## src/rtl/oamt_pkg.sv

```systemverilog
// Shared constants and command/status types for the owner allocation MRU table.
// Used by the controller, the datapath and the top level.
`timescale 1ns / 1ps

package oamt_pkg;

	localparam int TABLE_ENTRIES = 8;
	localparam int IDX_W = (TABLE_ENTRIES > 1) ? $clog2(TABLE_ENTRIES) : 1;

	localparam logic [1:0] FUNC_ALLOC   = 2'd0;
	localparam logic [1:0] FUNC_RELEASE = 2'd1;
	localparam logic [1:0] FUNC_CLOSE   = 2'd2;

	typedef struct packed {
		logic load;
		logic scan;
		logic apply;
	} oamt_cmd_t;

	typedef struct packed {
		logic scan_last;
	} oamt_sts_t;

endpackage

```

## src/rtl/owner_allocation_mru_table.sv

```systemverilog
// Owner allocation MRU table: table of recent owners, a new owner inserted at the front, with period totals.
// Instantiates oamt_ctrl and oamt_dp; depends on oamt_pkg.
//
// Usage:
//   A request (func, owner_id, length) is taken on a rising edge with start high
//   and busy low. The block then scans the table one entry per cycle, applies
//   the update once the scan ends, and shows the result for exactly one cycle with
//   done high. peak_total, allocated_total and released_total hold their values
//   between requests; the other result fields hold until the next update.
//   Requests do not overlap: busy stays high through the scan and the update,
//   and the next request is taken only when busy is low.
//   busy falls in the result cycle, so the next request may be taken at the
//   edge that ends it.
//   The receiver cannot stall: the done strobe is not held, and the result fields change at the next update.
//   Reset clears all keys, byte counts and totals and sets entry i to color i.
`timescale 1ns / 1ps

module owner_allocation_mru_table import oamt_pkg::*; (
	input  logic        clk,
	input  logic        arst_n,
	input  logic        start,
	output logic        busy,
	input  logic [1:0]  func,
	input  logic [15:0] owner_id,
	input  logic [23:0] length,
	output logic        done,
	output logic [31:0] peak_total,
	output logic [31:0] allocated_total,
	output logic [31:0] released_total,
	output logic        hit,
	output logic [2:0]  slot_index,
	output logic [31:0] slot_bytes,
	output logic [2:0]  slot_color,
	output logic        underflow
);

	oamt_cmd_t cmd;
	oamt_sts_t sts;

	oamt_ctrl u_ctrl (
		.clk    (clk),
		.arst_n (arst_n),
		.start  (start),
		.sts    (sts),
		.cmd    (cmd),
		.busy   (busy),
		.done   (done)
	);

	oamt_dp u_dp (
		.clk             (clk),
		.arst_n          (arst_n),
		.cmd             (cmd),
		.sts             (sts),
		.func            (func),
		.owner_id        (owner_id),
		.length          (length),
		.peak_total      (peak_total),
		.allocated_total (allocated_total),
		.released_total  (released_total),
		.hit             (hit),
		.slot_index      (slot_index),
		.slot_bytes      (slot_bytes),
		.slot_color      (slot_color),
		.underflow       (underflow)
	);

`ifndef SYNTH
	a_accept_busy: assert property (@(posedge clk) disable iff (!arst_n)
		start && !busy |=> busy)
		else $error("accepted request did not raise busy");

	a_done_idle: assert property (@(posedge clk) disable iff (!arst_n)
		done |-> !busy && $past(busy))
		else $error("result strobe outside end of request");

	a_done_single: assert property (@(posedge clk) disable iff (!arst_n)
		done |=> !done)
		else $error("result strobe longer than one cycle");

	a_under_hit: assert property (@(posedge clk) disable iff (!arst_n)
		done && underflow |-> hit)
		else $error("underflow flagged without a table hit");
`endif

endmodule

```

## src/rtl/oamt_ctrl.sv

```systemverilog
// Controller for the owner allocation MRU table: sequences load, scan and apply.
// Depends on oamt_pkg for the command and status structs.
`timescale 1ns / 1ps

module oamt_ctrl import oamt_pkg::*; (
	input  logic      clk,
	input  logic      arst_n,
	input  logic      start,
	input  oamt_sts_t sts,
	output oamt_cmd_t cmd,
	output logic      busy,
	output logic      done
);

	typedef enum logic [1:0] {
		ST_IDLE,
		ST_SCAN,
		ST_APPLY
	} state_t;

	state_t state_q;
	logic   done_q;

	always_ff @(posedge clk or negedge arst_n) begin
		if (!arst_n) begin
			state_q <= ST_IDLE;
			done_q  <= 1'b0;
		end else begin
			done_q <= 1'b0;
			case (state_q)
				ST_IDLE: begin
					if (start) state_q <= ST_SCAN;
				end
				ST_SCAN: begin
					if (sts.scan_last) state_q <= ST_APPLY;
				end
				ST_APPLY: begin
					state_q <= ST_IDLE;
					done_q  <= 1'b1;
				end
				default: state_q <= ST_IDLE;
			endcase
		end
	end

	assign busy      = (state_q != ST_IDLE);
	assign done      = done_q;
	assign cmd.load  = (state_q == ST_IDLE) && start;
	assign cmd.scan  = (state_q == ST_SCAN);
	assign cmd.apply = (state_q == ST_APPLY);

endmodule

```

## src/rtl/oamt_dp.sv

```systemverilog
// Datapath for the owner allocation MRU table: table entries, scan pointer, totals.
// Depends on oamt_pkg for sizes, function codes and command/status structs.
`timescale 1ns / 1ps

module oamt_dp import oamt_pkg::*; (
	input  logic        clk,
	input  logic        arst_n,
	input  oamt_cmd_t   cmd,
	output oamt_sts_t   sts,
	input  logic [1:0]  func,
	input  logic [15:0] owner_id,
	input  logic [23:0] length,
	output logic [31:0] peak_total,
	output logic [31:0] allocated_total,
	output logic [31:0] released_total,
	output logic        hit,
	output logic [2:0]  slot_index,
	output logic [31:0] slot_bytes,
	output logic [2:0]  slot_color,
	output logic        underflow
);

	localparam logic [IDX_W-1:0] LAST_IDX = IDX_W'(TABLE_ENTRIES - 1);

	logic [15:0] keys_q   [TABLE_ENTRIES];
	logic [31:0] bytes_q  [TABLE_ENTRIES];
	logic [2:0]  colors_q [TABLE_ENTRIES];

	logic [31:0] peak_q, new_q, freed_q;

	logic [1:0]       func_q;
	logic [15:0]      key_q;
	logic [23:0]      len_q;
	logic [IDX_W-1:0] ptr_q;

	logic             match_found_q;
	logic [IDX_W-1:0] match_idx_q;
	logic [31:0]      match_bytes_q;
	logic [2:0]       match_color_q;
	logic             vic_found_q;
	logic [IDX_W-1:0] vic_idx_q;
	logic [2:0]       vic_color_q;

	logic        res_hit_q;
	logic [2:0]  res_idx_q;
	logic [31:0] res_bytes_q;
	logic [2:0]  res_color_q;
	logic        res_under_q;

	logic [31:0] len_ext;
	logic [31:0] add_bytes;
	logic [31:0] sub_bytes;
	logic        rel_under;
	logic [31:0] rel_bytes;

	assign len_ext   = {8'd0, len_q};
	assign add_bytes = match_bytes_q + len_ext;
	assign sub_bytes = match_bytes_q - len_ext;
	assign rel_under = (len_ext > match_bytes_q);
	assign rel_bytes = rel_under ? 32'd0 : sub_bytes;

	assign sts.scan_last = (ptr_q == LAST_IDX);

	// scan and request capture
	always_ff @(posedge clk or negedge arst_n) begin
		if (!arst_n) begin
			func_q        <= FUNC_CLOSE;
			key_q         <= '0;
			len_q         <= '0;
			ptr_q         <= '0;
			match_found_q <= 1'b0;
			match_idx_q   <= '0;
			match_bytes_q <= '0;
			match_color_q <= '0;
			vic_found_q   <= 1'b0;
			vic_idx_q     <= '0;
			vic_color_q   <= '0;
		end else if (cmd.load) begin
			func_q        <= func;
			key_q         <= owner_id;
			len_q         <= length;
			ptr_q         <= '0;
			match_found_q <= 1'b0;
			vic_found_q   <= 1'b0;
		end else if (cmd.scan) begin
			if (!match_found_q && keys_q[ptr_q] == key_q) begin
				match_found_q <= 1'b1;
				match_idx_q   <= ptr_q;
				match_bytes_q <= bytes_q[ptr_q];
				match_color_q <= colors_q[ptr_q];
			end
			if (!vic_found_q && (bytes_q[ptr_q] == 32'd0 || ptr_q == LAST_IDX)) begin
				vic_found_q <= 1'b1;
				vic_idx_q   <= ptr_q;
				vic_color_q <= colors_q[ptr_q];
			end
			if (ptr_q != LAST_IDX) ptr_q <= ptr_q + 1'b1;
		end
	end

	// table, totals and result update
	always_ff @(posedge clk or negedge arst_n) begin
		if (!arst_n) begin
			for (int j = 0; j < TABLE_ENTRIES; j++) begin
				keys_q[j]   <= '0;
				bytes_q[j]  <= '0;
				colors_q[j] <= 3'(j);
			end
			peak_q      <= '0;
			new_q       <= '0;
			freed_q     <= '0;
			res_hit_q   <= 1'b0;
			res_idx_q   <= '0;
			res_bytes_q <= '0;
			res_color_q <= '0;
			res_under_q <= 1'b0;
		end else if (cmd.apply) begin
			res_hit_q   <= 1'b0;
			res_idx_q   <= '0;
			res_bytes_q <= '0;
			res_color_q <= '0;
			res_under_q <= 1'b0;
			case (func_q)
				FUNC_ALLOC: begin
					peak_q <= peak_q + len_ext;
					new_q  <= new_q + len_ext;
					if (match_found_q) begin
						bytes_q[match_idx_q] <= add_bytes;
						res_hit_q   <= 1'b1;
						res_idx_q   <= 3'(match_idx_q);
						res_bytes_q <= add_bytes;
						res_color_q <= match_color_q;
					end else begin
						for (int j = 1; j < TABLE_ENTRIES; j++) begin
							if (IDX_W'(j) <= vic_idx_q) begin
								keys_q[j]   <= keys_q[j-1];
								bytes_q[j]  <= bytes_q[j-1];
								colors_q[j] <= colors_q[j-1];
							end
						end
						keys_q[0]   <= key_q;
						bytes_q[0]  <= len_ext;
						colors_q[0] <= vic_color_q;
						res_bytes_q <= len_ext;
						res_color_q <= vic_color_q;
					end
				end
				FUNC_RELEASE: begin
					freed_q <= freed_q + len_ext;
					if (match_found_q) begin
						bytes_q[match_idx_q] <= rel_bytes;
						res_hit_q   <= 1'b1;
						res_idx_q   <= 3'(match_idx_q);
						res_bytes_q <= rel_bytes;
						res_color_q <= match_color_q;
						res_under_q <= rel_under;
					end
				end
				FUNC_CLOSE: begin
					peak_q  <= peak_q - freed_q;
					new_q   <= '0;
					freed_q <= '0;
				end
				default: begin
					peak_q <= peak_q;
				end
			endcase
		end
	end

	assign peak_total      = peak_q;
	assign allocated_total = new_q;
	assign released_total  = freed_q;
	assign hit             = res_hit_q;
	assign slot_index      = res_idx_q;
	assign slot_bytes      = res_bytes_q;
	assign slot_color      = res_color_q;
	assign underflow       = res_under_q;

endmodule
```

## config.mk

```make
export PLATFORM = sky130hd
export DESIGN_NAME = owner_allocation_mru_table
export DESIGN_NICKNAME = d
export VERILOG_FILES = /design/src/rtl/oamt_pkg.sv /design/src/rtl/owner_allocation_mru_table.sv /design/src/rtl/oamt_ctrl.sv /design/src/rtl/oamt_dp.sv
export SDC_FILE = /design/constraint.sdc
export NUM_CORES = 2
export LEC_CHECK = 0
export BUFFER_PORTS_ARGS = -buffer_cell sky130_fd_sc_hd__buf_2
export CAP_MARGIN = 25
export CORE_ASPECT_RATIO = 1.5
export CORE_MARGIN = 2
export CORE_UTILIZATION = 54
export DETAILED_ROUTE_END_ITERATION = 8
export PLACE_DENSITY = 0.78
export SYNTH_ARGS = -nofsm -noshare
export SYNTH_HDL_FRONTEND = slang
export SYNTH_HIERARCHICAL = 1
export SYNTH_SLANG_ARGS = --single-unit
```

## constraint.sdc

```tcl
create_clock -name clk -period 5.2 [get_ports clk]
set_clock_uncertainty 0.1 [all_clocks]
set_input_delay 1.04 -clock clk [delete_from_list [all_inputs] [get_ports clk]]
set_output_delay 1.04 -clock clk [all_outputs]
set_load 0.02 [all_outputs]
```

# Yosys cells after proc, flatten, opt, wreduce, memory -nomap -nowiden
# Cells that the tools add are included.
# Widths: inputs -> output; s select.
# totals
output_inout_bits	138
latch_bits	0
ff_bits	638
memories	0
ramBits	0
rom_bits	0
# op_classes
muxes	52
multipliers	0
addsub	7
shift	0
reduce_logical	43
div_mod_pow	0
magnitude_cmp	11
bitwise	4
n_eq_ne	17
# op_table
cell	count
$bwmux 256	2
$mux 256	2
$pmux 256 s2	1
$mux 32	13
$pmux 32 s2	4
$add 32x24->32	4
$bmux 32 s3	1
$demux 32 s3	1
$reduce_and 4->1	14
$bmux 16 s3	1
$gt 24x32->1	1
$logic_not 32->1	1
$mux 16	2
$sub 32x24->32	1
$sub 32x32->32	1
$mux 3	9
$ne 3x1->1 const B	7
$eq 16x16->1	1
$reduce_bool 2->1	8
$le 3x3->1 const A	4
$reduce_and 2->1	6
$reduce_and 3->1	4
$mux 1	11
$bmux 3 s3	1
21 further kinds	34

# Depth between registers and ports, before layout
# depth
ltp_word	10
mapped_depth	20
depth_no_buf	20

# Modules after synthesis
# Netlist, hierarchy kept.
# modules_own_cells
module	area_each_um2	cells_per_inst	n_inst
oamt_dp	39505.4	4155	1
oamt_ctrl	135.1	12	1

# Least setup slack after synthesis
# Ideal clock, no wire load.
# synth_timing
path_kind	reg-to-reg
from	reg u_dp.func_q[1]
to	reg u_dp.peak_q[18], in the netlist u_dp/peak_total[18]
setup_ns	0.069
path_stages_with_launch	18
arrival_ns	3.933
required_ns	5.031
path_slack_ns	1.098
period_less_slack_ns	4.102
cell_sequence	dfstp_2 > ha_1 > clkbuf_1 > clkbuf_1 > nand2_1 > o21ai_0 > ha_1 > inv_1 > fa_1 > a21o_1 > a21oi_1 > o21ai_0 > a2111oi_0 > nor2_1 > a211oi_1 > nor2_1 > or4_1 > nand3_1
# synth_via
elab_chain_len	3
word_cells_on_any_way	5
cone_classes	eq/ne: 1; mux: 1; reduce/logical: 3
# synth_rtl
item	line_no	source
start: declaration	oamt_dp.sv:31	logic [1:0] func_q;
start signal: assignment	oamt_dp.sv:79	func_q <= func;
$eq 2x2->1 or $logic_not 2->1 (tied branches)	oamt_dp.sv:123	case (func_q)
$reduce_bool 2->1 (no source line)	--	
$reduce_and 2->1 (no source line)	--	
end signal: assignment	oamt_dp.sv:125	peak_q <= peak_q + len_ext;
end signal: assignment	oamt_dp.sv:160	peak_q <= peak_q - freed_q;
end signal: assignment	oamt_dp.sv:165	peak_q <= peak_q;
end: declaration	oamt_dp.sv:29	logic [31:0] peak_q, new_q, freed_q;
# Several ways; a longest one is shown, not always the timed one.
# A chain may end at the register's enable or synchronous reset.

# Worst setup path after layout
# layout_timing
from	reg u_dp.len_q[11]
to	reg u_dp/bytes_q[81] in the netlist's numbering
# layout_via
elab_chain_len	5
word_cells_on_any_way	9
cone_classes	add/sub: 2; order compare: 1; mux: 6
# layout_rtl
item	line_no	source
start: declaration	oamt_dp.sv:33	logic [23:0] len_q;
start signal: assignment	oamt_dp.sv:81	len_q <= length;
$sub 32x24->32 or $gt 24x32->1 (tied branches)	oamt_dp.sv:58, oamt_dp.sv:59	
$mux 32	oamt_dp.sv:60	assign rel_bytes = rel_under ? 32'd0 : sub_bytes;
$bwmux 256	oamt_dp.sv:151	bytes_q[match_idx_q] <= rel_bytes;
$mux 256	oamt_dp.sv:150	if (match_found_q) begin
$pmux 256 s2 *	oamt_dp.sv:123	
end signal: indexed assignment	oamt_dp.sv:128	bytes_q[match_idx_q] <= add_bytes;
end signal: indexed assignment	oamt_dp.sv:137	bytes_q[j] <= bytes_q[j-1];
end signal: indexed assignment	oamt_dp.sv:151	
end: declaration	oamt_dp.sv:26	logic [31:0] bytes_q [TABLE_ENTRIES];
# Every way passes the cells marked *; elsewhere a longest branch is shown, timed or not. The select of a mux whose other input is x is not followed.

==> metrics.txt <==
CP Cell Sequence=inv_1, ha_1, nand2_1, nor2_1, nand2_1, o211ai_1, o21ai_1, buf_4, and2_1, buf_4, nor2_1, a21oi_1, o31ai_1; Worst path depth=13; delay-heaviest family, CP=simple AND/OR/NAND/NOR gates; Synth Area per Inst=9.51 um^2; number of buffers added on ports=182; Buf/Inv on CP=3; area of the multi-input gates=0.0223 mm^2; first-pass detailed-route iteration total=7; Die Ht=336 um; critical path fanouts, max=13; Initial Util=54.5%; fmax=between 200 and 250 MHz; vias=36.6k; Post-Synth Adder-Cell Area=4.45%; Final setup viols=0; initial antenna violation count=7; R2R Path Start=u_dp/len_q[11]$_DFFE_PN0P_; CTS resizes=0; syn_nets=between 4k and 5k; CTS tree=yes; post-synthesis mux area share=13.0%; antenna-violating nets left=0; final net count=4481; GRT Total Usage=39.0%; Main synth FF type=dfrtp_1; slowest CP cell=nor2_1; startpoint types=flop; Slew headroom=approximately a fifth; status=completed; EDFF count, synth=0; Arr. time, crit path=5200 ps; Hold WC Path Type=in -> async; io pins=183; final WL=approximately 150 mm; Area Overhead vs Synth=11.8%; CTS Buf Count=67; row count=121; drt initial violations=around 4.2k; Synth Area in Simple Gates=between 10% and 20%; number of global-route vias before repair=approximately 36k; final hold vios=0; Tmin final=roughly 4700 ps; distinct cell type count after synthesis=91; Residual DRC=0; die area=0.0756 mm^2; Leakage=20.0 nW; Slowest Stage Delay on Critical Path=slightly above 800 ps; H-Tree Level Count=3; RR Endpoint=u_dp/bytes_q[81]$_DFFE_PN0P_; first-pass GRT wire length=between 200 and 250 mm; vias per cell=approximately 7; Synth top area share=39.5%; top post-synthesis cells by count=625 x dfrtp_1, 466 x nand2_1, 367 x nor2_1; hold_buf cts=0; Core Area=0.0727 mm^2; share of flip-flops with an asynchronous set or reset=100%; most common cell in the synthesized netlist=dfrtp_1; share of layout cells above drive strength 1=19.0%; area leader, netlist=dfrtp_1; pin count of the biggest net entering global routing=roughly 130; synthesized flop and latch total=638; Cell Area, Synth=0.0396 mm^2; GR Overflow Total=0; compound-cell area share of the yosys netlist=21.6%; Slew Limit Fails=0; R2R Setup Slk=470 ps; Die Wd=225 um; Final TNS setup=0 ps; Num Clock Sinks=638; Final Wtd Congestion=1.05; CP Capture Type=flop; Mapped Cells=4167; root buffer cell=clkbuf_16; Worst Path Required=roughly 5700 ps; post-synthesis xor/xnor area fraction=3.31%; CTS clk-pin slew, worst paths=roughly 70 ps; critical path class=reg -> reg; sequential fraction of the synthesis area=between 40% and 50%; number of max-cap violations=0; largest cells by area after synthesis=dfrtp_1 39%, mux4_2 5.8%, mux2_2 5.7%; Worst Reg-to-Reg Cells=13; main combinational cell family by area after synthesis=compound AO/OA/AOI/OAI gates; Setup Buffers After CTS=0; Ys Warns=6; Fillers=6035; worst vdd ir=379 uV; sequential cell area in the final layout=around 0.016 mm^2; Layout Cells excl Fill=5276; Tcrit/Tclk final=90.9%; clk buf depth=3; worst slew pin tran=1200 ps; RSZ-0062 raised after global routing=false; dpl hpwl=102 mm; dpl cells=5146; DR WL/cell=28.0 um; PD cells=485 mW/mm^2; later-pin clock latency in the skew report=670 ps
-- report_power, final --
| group | switching (W) | internal [W] | total, W |
|---|---|---|---|
| Sequential | 0.00108 | 0.00573 | 0.00681 |
| Clock | 0.00220 | 0.00284 | 0.00504 |
| Combinational | 0.00610 | 0.00356 | 0.00966 |
-- logic make-up (layout without fill, tap and decap cells) --
family / count (synthesis) / after routing
xor gates and xnor gates: 150 / 150
adders and majority gates: 138 / 138
and+or+nand+nor: 1200 / 1200
AOI/OAI and AO/OA: 1312 / 1312
muxes: 358 / 358
DFF: 638 / 638
buffers and inverters: 371 / 554
other: 0 / 4
-- registers in the layout, indices dropped and copies added (netlist names), 16 cells and up --
register,flops
u_dp/slot_bytes,32
u_dp/released_total,32
u_dp/match_bytes_q,32
u_dp/key_q,16
u_dp/colors_q,24
u_dp/keys_q,128
u_dp/len_q,24
u_dp/bytes_q,256
u_dp/allocated_total,32
u_dp/peak_total,32
-- routing by layer --
metal | GRT usage [%] | routed length [um] | up-vias
li1 | - | - | 15675
met1 | 43.5 | 50500 | 17761
met2 | 61.6 | 67400 | 2367
met3 | 9.23 | 13700 | 784
met4 | 35.8 | 16000 | 6
met5 | 0 | 60 | -
-- through the flow --
stage	instance area [um^2]	util [%]	total power (W)	setup slack, ps	hold slack, ps
after floorplan	39600	-	0.0130	1100	343
after global placement	42000	57.8	0.0160	552	357
after detailed placement	42000	57.8	0.0161	535	363
after CTS	44200	60.9	0.0211	499	328
after global routing	44300	61.0	0.0224	152	345
final	44300	61.0	0.0215	474	279
-- cells in the final DEF, fill, tap and decap left out, types with 56 or more instances in the layout --
cell and count:
a21oi_1 315, a22oi_1 126, buf_2 181, buf_4 139, clkbuf_16 70, dfrtp_1 621, ha_1 131, inv_1 95
mux2_2 200, mux4_2 102, nand2_1 466, nand3_1 64, nor2_1 355, nor3_1 56, o21ai_0 314, xnor2_1 95
-- cell type report --
cell class | instances | area share, %
multi-input combinational | 3158 | 50.4
sequential | 638 | 36.1
timing repair buffer | 335 | 4.99
clock buffer | 95 | 4.48
tap | 922 | 2.60
inverter | 98 | 0.842
clock inverter | 26 | 0.604
antenna | 4 | 0.0226
-- worst max-delay path by stage --
stage | from | end | slack [ps]
5_1_grt | u_dp/len_q[1]$_DFFE_PN0P_ | u_dp/peak_total[27]$_DFFE_PN0P_ | 150
3_5_place_dp | u_dp/len_q[1]$_DFFE_PN0P_ | u_dp/peak_total[23]$_DFFE_PN0P_ | 530
3_3_place_gp | u_dp/len_q[1]$_DFFE_PN0P_ | u_dp/peak_total[28]$_DFFE_PN0P_ | 550
4_1_cts | u_dp/len_q[1]$_DFFE_PN0P_ | u_dp/peak_total[23]$_DFFE_PN0P_ | 500
2_1_floorplan | u_dp/func_q[1]$_DFFE_PN1P_ | u_dp/peak_total[18]$_DFFE_PN0P_ | 1100
6_report | u_dp/len_q[11]$_DFFE_PN0P_ | u_dp/bytes_q[81]$_DFFE_PN0P_ | 470
(Power assumes the default switching activity.)
